--- src/rtl/core/lba_to_chs_translate_defines.svh ---
// ---------------------------------------------------------------------------
// lba_to_chs_translate_defines.svh
// Assertion macros used by the LBA to CHS translator top level.
// ---------------------------------------------------------------------------
`ifndef LBA_TO_CHS_TRANSLATE_DEFINES_SVH
`define LBA_TO_CHS_TRANSLATE_DEFINES_SVH

// same-cycle implication, disabled in reset
`define LCT_ASSERT_NOW(label, ante, cons, msg) \
  label: assert property (@(posedge clk) disable iff (rst) (ante) |-> (cons)) \
    else $error(msg);

// next-cycle implication, disabled in reset
`define LCT_ASSERT_NEXT(label, ante, cons, msg) \
  label: assert property (@(posedge clk) disable iff (rst) (ante) |=> (cons)) \
    else $error(msg);

`endif

--- src/rtl/core/lct_pkg.sv ---
// ---------------------------------------------------------------------------
// lct_pkg
// Shared types and constants of the LBA to CHS translator.
// ---------------------------------------------------------------------------
`default_nettype none

package lct_pkg;

  localparam int ADDRESS_BITS_DEFAULT = 32;
  localparam int CFG_DATA_W           = 11;
  localparam int CFG_INDEX_W          = 2;
  localparam int PER_CYL_W            = 14;  // 256 * 63 fits in 14 bits
  localparam int SPT_W                = 6;
  localparam int HEAD_DIV_STEPS       = PER_CYL_W;

  localparam logic [10:0] CYL_COUNT_RESET = 11'd1024;
  localparam logic [8:0]  HEAD_COUNT_RESET = 9'd255;
  localparam logic [5:0]  SPT_RESET       = 6'd63;
  localparam logic [7:0]  DRIVE_RESET     = 8'd128;
  localparam logic [8:0]  MAX_HEADS       = 9'd256;

  typedef enum logic [CFG_INDEX_W-1:0] {
    CFG_CYL_COUNT  = 2'd0,
    CFG_HEAD_COUNT = 2'd1,
    CFG_SPT        = 2'd2,
    CFG_DRIVE      = 2'd3
  } cfg_index_t;

  typedef enum logic [1:0] {
    STATUS_OK       = 2'd0,
    STATUS_BEYOND   = 2'd1,
    STATUS_BAD_GEOM = 2'd2
  } status_t;

  typedef struct packed {
    logic [10:0]          cylinder_count;
    logic [8:0]           head_count;
    logic [SPT_W-1:0]     sectors_per_track;
    logic [7:0]           drive_number;
    logic [PER_CYL_W-1:0] per_cyl;
  } cfg_t;

endpackage

`default_nettype wire

--- src/rtl/core/lct_cfg_regs.sv ---
// ---------------------------------------------------------------------------
// lct_cfg_regs
// Geometry registers and the registered sectors-per-cylinder product.
// ---------------------------------------------------------------------------
`default_nettype none

module lct_cfg_regs (
  input  wire logic                           clk,
  input  wire logic                           rst,
  input  wire logic                           cfg_valid,
  input  wire logic [lct_pkg::CFG_INDEX_W-1:0] cfg_index,
  input  wire logic [lct_pkg::CFG_DATA_W-1:0]  cfg_data,
  output lct_pkg::cfg_t                        cfg
);
  import lct_pkg::*;

  logic [10:0]          cylinder_count;
  logic [8:0]           head_count;
  logic [SPT_W-1:0]     sectors_per_track;
  logic [7:0]           drive_number;
  logic [PER_CYL_W-1:0] per_cyl;
  logic [8:0]           heads_clamped;
  logic [14:0]          product;

  always_ff @(posedge clk) begin
    if (rst) begin
      cylinder_count    <= CYL_COUNT_RESET;
      head_count        <= HEAD_COUNT_RESET;
      sectors_per_track <= SPT_RESET;
      drive_number      <= DRIVE_RESET;
    end else if (cfg_valid) begin
      unique case (cfg_index_t'(cfg_index))
        CFG_CYL_COUNT:  cylinder_count    <= cfg_data[10:0];
        CFG_HEAD_COUNT: head_count        <= cfg_data[8:0];
        CFG_SPT:        sectors_per_track <= cfg_data[SPT_W-1:0];
        CFG_DRIVE:      drive_number      <= cfg_data[7:0];
        default: begin
        end
      endcase
    end
  end

  assign heads_clamped = (head_count > MAX_HEADS) ? MAX_HEADS : head_count;
  assign product       = 15'(heads_clamped) * 15'(sectors_per_track);

  always_ff @(posedge clk) begin
    per_cyl <= product[PER_CYL_W-1:0];
  end

  assign cfg.cylinder_count    = cylinder_count;
  assign cfg.head_count        = head_count;
  assign cfg.sectors_per_track = sectors_per_track;
  assign cfg.drive_number      = drive_number;
  assign cfg.per_cyl           = per_cyl;

endmodule

`default_nettype wire

--- src/rtl/core/lct_div_step.sv ---
// ---------------------------------------------------------------------------
// lct_div_step
// One registered restoring-division step: shift in a dividend bit,
// compare against the divisor, subtract on success.
// ---------------------------------------------------------------------------
`default_nettype none

module lct_div_step #(
  parameter int REM_W = 14
) (
  input  wire logic             clk,
  input  wire logic             rst,
  input  wire logic             valid_in,
  input  wire logic [REM_W-1:0] rem_in,
  input  wire logic             bit_in,
  input  wire logic [REM_W-1:0] divisor,
  output logic                  valid_out,
  output logic [REM_W-1:0]      rem_out,
  output logic                  qbit
);
  logic [REM_W:0] trial;
  logic [REM_W:0] diff;
  logic           fits;

  assign trial = {rem_in, bit_in};
  assign diff  = trial - {1'b0, divisor};
  assign fits  = (trial >= {1'b0, divisor});

  always_ff @(posedge clk) begin
    if (rst) begin
      valid_out <= 1'b0;
    end else begin
      valid_out <= valid_in;
    end
  end

  always_ff @(posedge clk) begin
    qbit    <= fits;
    rem_out <= fits ? diff[REM_W-1:0] : trial[REM_W-1:0];
  end

endmodule

`default_nettype wire

--- src/rtl/core/lct_pack.sv ---
// ---------------------------------------------------------------------------
// lct_pack
// Range checks, status and CX/DX packing; registered result stage.
// ---------------------------------------------------------------------------
`default_nettype none

module lct_pack #(
  parameter int ADDRESS_BITS = lct_pkg::ADDRESS_BITS_DEFAULT
) (
  input  wire logic                    clk,
  input  wire logic                    rst,
  input  wire logic                    valid_in,
  input  wire logic [ADDRESS_BITS-1:0] cyl_quo,
  input  wire logic [7:0]              head_quo,
  input  wire logic [lct_pkg::SPT_W-1:0] sec_rem,
  input  lct_pkg::cfg_t                cfg,
  output logic                         done,
  output logic [9:0]                   cylinder,
  output logic [7:0]                   head,
  output logic [5:0]                   sector,
  output logic [15:0]                  cx_word,
  output logic [15:0]                  dx_word,
  output logic [1:0]                   status
);
  import lct_pkg::*;

  logic       bad_geom;
  logic       beyond;
  logic [5:0] sec_one;

  assign bad_geom = (cfg.sectors_per_track == '0) || (cfg.head_count == '0);
  assign beyond   = (|cyl_quo[ADDRESS_BITS-1:10]) ||
                    ({1'b0, cyl_quo[9:0]} >= cfg.cylinder_count);
  assign sec_one  = sec_rem + 6'd1;

  always_ff @(posedge clk) begin
    if (rst) begin
      done <= 1'b0;
    end else begin
      done <= valid_in;
    end
  end

  always_ff @(posedge clk) begin
    if (bad_geom || beyond) begin
      cylinder <= '0;
      head     <= '0;
      sector   <= '0;
      cx_word  <= '0;
      dx_word  <= '0;
      status   <= bad_geom ? STATUS_BAD_GEOM : STATUS_BEYOND;
    end else begin
      cylinder <= cyl_quo[9:0];
      head     <= head_quo;
      sector   <= sec_one;
      cx_word  <= {cyl_quo[7:0], cyl_quo[9:8], sec_one};
      dx_word  <= {head_quo, cfg.drive_number};
      status   <= STATUS_OK;
    end
  end

endmodule

`default_nettype wire

--- src/rtl/core/lba_to_chs_translate.sv ---
// Done rises from the result register once a request has passed the input
// register and both division chains; the result is taken at the edge after that.
// Throughput: one request per cycle; busy is never raised.
// The cost is one restoring-division stage per quotient bit: ADDRESS_BITS stages
// for the cylinder, then 14 stages for head and sector.
// Reset clears all valid bits and loads the default geometry; done is low from
// the first clock edge in reset.
// ---------------------------------------------------------------------------
// lba_to_chs_translate
// Pipelined LBA to cylinder/head/sector translator with INT 13h CX/DX packing.
// ---------------------------------------------------------------------------
`default_nettype none

`include "lba_to_chs_translate_defines.svh"

module lba_to_chs_translate #(
  parameter int ADDRESS_BITS = lct_pkg::ADDRESS_BITS_DEFAULT
) (
  input  wire logic                            clk,
  input  wire logic                            rst,
  input  wire logic                            start,
  output logic                                 busy,
  input  wire logic [31:0]                     block_address,
  output logic                                 done,
  output logic [9:0]                           cylinder,
  output logic [7:0]                           head,
  output logic [5:0]                           sector,
  output logic [15:0]                          cx_word,
  output logic [15:0]                          dx_word,
  output logic [1:0]                           status,
  input  wire logic                            cfg_valid,
  output logic                                 cfg_ready,
  input  wire logic [lct_pkg::CFG_INDEX_W-1:0] cfg_index,
  input  wire logic [lct_pkg::CFG_DATA_W-1:0]  cfg_data
);
  import lct_pkg::*;

  localparam int LATENCY = ADDRESS_BITS + HEAD_DIV_STEPS + 2;

  cfg_t cfg;

  // cylinder division chain
  logic                    a_valid [0:ADDRESS_BITS];
  logic [PER_CYL_W-1:0]    a_rem   [0:ADDRESS_BITS];
  logic [ADDRESS_BITS-1:0] a_quo   [0:ADDRESS_BITS];
  logic [ADDRESS_BITS-1:0] a_lba   [0:ADDRESS_BITS];
  logic                    a_qbit  [1:ADDRESS_BITS];

  // head / sector division chain
  logic                    b_valid [0:HEAD_DIV_STEPS];
  logic [SPT_W-1:0]        b_rem   [0:HEAD_DIV_STEPS];
  logic [PER_CYL_W-1:0]    b_quo   [0:HEAD_DIV_STEPS];
  logic [PER_CYL_W-1:0]    b_div   [0:HEAD_DIV_STEPS];
  logic [ADDRESS_BITS-1:0] b_cyl   [0:HEAD_DIV_STEPS];
  logic                    b_qbit  [1:HEAD_DIV_STEPS];

  assign busy      = 1'b0;
  assign cfg_ready = 1'b1;

  lct_cfg_regs u_cfg (
    .clk       (clk),
    .rst       (rst),
    .cfg_valid (cfg_valid),
    .cfg_index (cfg_index),
    .cfg_data  (cfg_data),
    .cfg       (cfg)
  );

  always_ff @(posedge clk) begin
    if (rst) begin
      a_valid[0] <= 1'b0;
    end else begin
      a_valid[0] <= start && !busy;
    end
  end

  always_ff @(posedge clk) begin
    a_lba[0] <= block_address[ADDRESS_BITS-1:0];
  end

  assign a_rem[0] = '0;
  assign a_quo[0] = '0;

  for (genvar k = 1; k <= ADDRESS_BITS; k++) begin : g_cyl
    lct_div_step #(.REM_W(PER_CYL_W)) u_step (
      .clk       (clk),
      .rst       (rst),
      .valid_in  (a_valid[k-1]),
      .rem_in    (a_rem[k-1]),
      .bit_in    (a_lba[k-1][ADDRESS_BITS-k]),
      .divisor   (cfg.per_cyl),
      .valid_out (a_valid[k]),
      .rem_out   (a_rem[k]),
      .qbit      (a_qbit[k])
    );

    always_ff @(posedge clk) begin
      a_lba[k] <= a_lba[k-1];
    end

    if (k == 1) begin : g_first
      assign a_quo[k] = {{(ADDRESS_BITS-1){1'b0}}, a_qbit[k]};
    end else begin : g_rest
      logic [ADDRESS_BITS-1:0] quo_prev;
      always_ff @(posedge clk) begin
        quo_prev <= a_quo[k-1];
      end
      assign a_quo[k] = {quo_prev[ADDRESS_BITS-2:0], a_qbit[k]};
    end
  end

  assign b_valid[0] = a_valid[ADDRESS_BITS];
  assign b_rem[0]   = '0;
  assign b_quo[0]   = '0;
  assign b_div[0]   = a_rem[ADDRESS_BITS];
  assign b_cyl[0]   = a_quo[ADDRESS_BITS];

  for (genvar k = 1; k <= HEAD_DIV_STEPS; k++) begin : g_head
    logic [PER_CYL_W-1:0] quo_prev;

    lct_div_step #(.REM_W(SPT_W)) u_step (
      .clk       (clk),
      .rst       (rst),
      .valid_in  (b_valid[k-1]),
      .rem_in    (b_rem[k-1]),
      .bit_in    (b_div[k-1][HEAD_DIV_STEPS-k]),
      .divisor   (cfg.sectors_per_track),
      .valid_out (b_valid[k]),
      .rem_out   (b_rem[k]),
      .qbit      (b_qbit[k])
    );

    always_ff @(posedge clk) begin
      b_div[k] <= b_div[k-1];
      b_cyl[k] <= b_cyl[k-1];
      quo_prev <= b_quo[k-1];
    end

    assign b_quo[k] = {quo_prev[PER_CYL_W-2:0], b_qbit[k]};
  end

  lct_pack #(.ADDRESS_BITS(ADDRESS_BITS)) u_pack (
    .clk      (clk),
    .rst      (rst),
    .valid_in (b_valid[HEAD_DIV_STEPS]),
    .cyl_quo  (b_cyl[HEAD_DIV_STEPS]),
    .head_quo (b_quo[HEAD_DIV_STEPS][7:0]),
    .sec_rem  (b_rem[HEAD_DIV_STEPS]),
    .cfg      (cfg),
    .done     (done),
    .cylinder (cylinder),
    .head     (head),
    .sector   (sector),
    .cx_word  (cx_word),
    .dx_word  (dx_word),
    .status   (status)
  );

  `LCT_ASSERT_NOW(a_latency, start && !busy, ##(LATENCY) done, "result missing after latency")
  `LCT_ASSERT_NOW(a_err_zero, done && (status != STATUS_OK), (cylinder == '0) && (head == '0) && (sector == '0) && (cx_word == '0) && (dx_word == '0), "error result carries data")
  `LCT_ASSERT_NOW(a_sector_nz, done && (status == STATUS_OK), sector != '0, "ok result with sector zero")
  `LCT_ASSERT_NOW(a_cyl_range, done && (status == STATUS_OK), {1'b0, cylinder} < cfg.cylinder_count, "ok result beyond cylinder count")
  `LCT_ASSERT_NEXT(a_drive, done && (status == STATUS_OK) && !cfg_valid, $past(dx_word[7:0]) == cfg.drive_number, "drive number not packed")

endmodule

`default_nettype wire

--- config.mk ---
export PLATFORM = sky130hd
export DESIGN_NAME = lba_to_chs_translate
export DESIGN_NICKNAME = d
export VERILOG_FILES = /design/src/rtl/core/lct_pkg.sv /design/src/rtl/core/lct_cfg_regs.sv /design/src/rtl/core/lct_div_step.sv /design/src/rtl/core/lct_pack.sv /design/src/rtl/core/lba_to_chs_translate.sv
export VERILOG_INCLUDE_DIRS = /design/src /design/src/rtl/core
export SDC_FILE = /design/constraint.sdc
export NUM_CORES = 2
export LEC_CHECK = 0
export BUFFER_PORTS_ARGS = -buffer_cell sky130_fd_sc_hd__buf_2
export CORE_MARGIN = 3
export CORE_UTILIZATION = 44
export CTS_BUF_LIST = sky130_fd_sc_hd__clkbuf_2 sky130_fd_sc_hd__clkbuf_4 sky130_fd_sc_hd__clkbuf_8
export CTS_CLUSTER_SIZE = 24
export DETAILED_ROUTE_END_ITERATION = 8
export MAX_ROUTING_LAYER = met4
export PLACE_DENSITY = 0.68
export SYNTH_ARGS = -nofsm -noshare
export SYNTH_HDL_FRONTEND = slang
export SYNTH_HIERARCHICAL = 1
export SYNTH_SLANG_ARGS = --single-unit
--- constraint.sdc ---
create_clock -name clk -period 10.8 [get_ports clk]
set_input_delay 0.54 -clock clk [delete_from_list [all_inputs] [get_ports clk]]
set_output_delay 0.54 -clock clk [all_outputs]
set_load 0.01 [all_outputs]
==> results_dict.tcl <==
set metrics [dict create \
    nFillCells 17016 \
    drive_gt1_frac 0.1991 \
    grt_use_met2 0.2680 \
    cts_root_buf "clkbuf_8" \
    via_per_inst 4.938 \
    syn-cell-area_um2 86540 \
    setup_viol 0 \
    setup_tns_ps 0 \
    clockBufferDepth 4 \
    min_path_type "input pin to flop" \
    num_vias 53113 \
    slew_violations 0 \
    clk_pin_slew_ps 60 \
    cts_sinks 2293 \
    wl_per_cell_um 15.46 \
    clock_latency_ps 1080 \
    drv_cap 0 \
    startpoint_type "flop" \
    synth_area_per_cell_um2 11.77 \
    cts_setup_buffers 0 \
    dieArea_um2 202000 \
    cp.arrival_ps 5430 \
    grt.total_usage 0.1674 \
    rows 162 \
    worst_slew_pin_slew_ps 1223 \
    dieHeight_um 449.5 \
    core_area_um2 195200 \
    grt_overflow 0 \
    finClkSkew_ps 108.6 \
    final_nets 8590 \
    synth_warnings 6 \
    syn_inst 7352 \
    io_buffers 107 \
    critPathMaxStageDelay_ps 550 \
    grt_pass1_vias 53212 \
    critPathMaxFanout 32 \
    busiest_layer "met2" \
    drc 0 \
    cts_made_buffers 371 \
    rsz0062_at_grt "false" \
    grt_pass1_wl_um 270400 \
    worst_path_most_repeated_cell "fa_1" \
    cts_tree "yes" \
    worstSetupEndpointType "flop" \
    antenna_found_initial 9 \
    num_io_pins 110 \
    groute.layer.met1.usage 0.2033 \
    cts_htree_levels 5 \
    critPathRequiredTime_ps 11760 \
    slowest_stage "nor2b_1" \
    start_util 0.4433 \
    path_cells "buf_4, nor2b_1, and2_1, fa_1, fa_1, inv_1, fa_1, inv_1, ha_1, and3_1, a211oi_2, nand2b_2, a31oi_2, xnor2_1" \
    grtUsageMet3 0.03418 \
    grt_max_degree 83 \
    area.growth.synth_to_final_pct 14.01 \
    relSlewSlack 0.1809 \
    period_minus_slack_ps 4469 \
    status "finished clean" \
    hold_viol 0 \
    timing.fmax_mhz 223.8 \
    fin_crit_sh 0.4138 \
    ant_nets 0 \
    first_iter_violations 2881 \
    firstDrtPassIters 8 \
    gp_congestion 0.8686 \
    die_w_um 449.5 \
    crit_type "flop to flop" \
    wirelength_um 166300 \
    dp_hpwl_um 110000 \
]
-- cells in the final DEF (no fill, tap or decap), drive strengths merged, types with 94 or more instances in the layout --
cell,instances
xnor2,294
o21a,208
o21ai,130
nor3,112
nor2b,199
dfxtp,2293
clkbuf,568
nand2,167
buf,133
mux2i,102
nor2,159
a21oi,281
a211oi,94
inv,844
ha,611
mux2,472
-- repair_timing --
action	CTS	global route
resized for setup	0	0
endpoints found under the setup margin	0	0
endpoints found under the hold margin	67	0
hold buffers	66	0
-- state kept, by name, summed over array words and instances, names as in the netlist, 11 cells and up --
name,cells
b_cyl,448
g_head.u_step/rem_out,84
u_cfg/per_cyl,14
b_div,91
g_cyl.g_rest.quo_prev,496
g_head.u_step/valid_out,14
g_cyl.u_step/qbit,32
a_lba,528
g_cyl.u_step/valid_out,32
u_cfg/cylinder_count,11
g_head.quo_prev,28
g_cyl.u_step/rem_out,448
-- metrics by stage --
step	util	cells	worst slack, ps	area [um2]	hold WS [ps]
after floorplan	-	7391	6412	86680	309.6
after global placement	0.4606	10041	6285	89910	309.6
after detailed placement	0.4606	10041	6311	89910	312.1
after CTS	0.5054	10747	6272	98640	4.789
after global routing	0.5054	10754	6035	98660	56.21
final	0.5055	10755	6331	98660	140.1
-- worst max-delay path: cells and delay by family (launching register included) --
family	cells	cell delay, ps
flip-flops	1	300
buffers and inverters	3	560
AO/OA/AOI/OAI	2	490
AND/OR/NAND/NOR	4	1070
XOR/XNOR	1	120
adder cells (fa/ha/maj)	4	1830
-- cell type report --
| type | count | area [um2] | area share |
|---|---|---|---|
| diodes | 8 | 20.02 | 0.0002029 |
| clock buffers | 568 | 7136 | 0.07232 |
| clock inverters | 72 | 937.1 | 0.009499 |
| inverters | 844 | 3168 | 0.03211 |
| multi-input cells | 4147 | 36820 | 0.3732 |
| flip-flops and latches | 2293 | 45910 | 0.4653 |
| well taps | 2624 | 3283 | 0.03328 |
| repair buffers | 199 | 1391 | 0.01410 |
-- path summary, 6_finish.rpt --
path                                                      end  slack, ps  depth (start not counted)                     startpoint
worst min register to register  g_cyl[22].g_rest.quo_prev[16]        260                          0  g_cyl[21].g_rest.quo_prev[15]
worst max-delay path                        u_cfg/per_cyl[12]       6330                         14     u_cfg/sectors_per_track[1]
worst max register to register              u_cfg/per_cyl[12]       6330                         14     u_cfg/sectors_per_track[1]
worst min-delay path                    u_cfg/drive_number[3]        140                          4                      cfg_valid
-- routing by layer --
metal	share of wire	vias to the layer above	wire (um)
met5	0	-	0
met3	0.049	444	8118
met1	0.45	24947	74590
li1	-	26548	-
met2	0.46	1174	76810
met4	0.041	0	6766
Power is not shown: default switching activity piles up to over one toggle a cycle in this logic, so the estimate is an artifact.
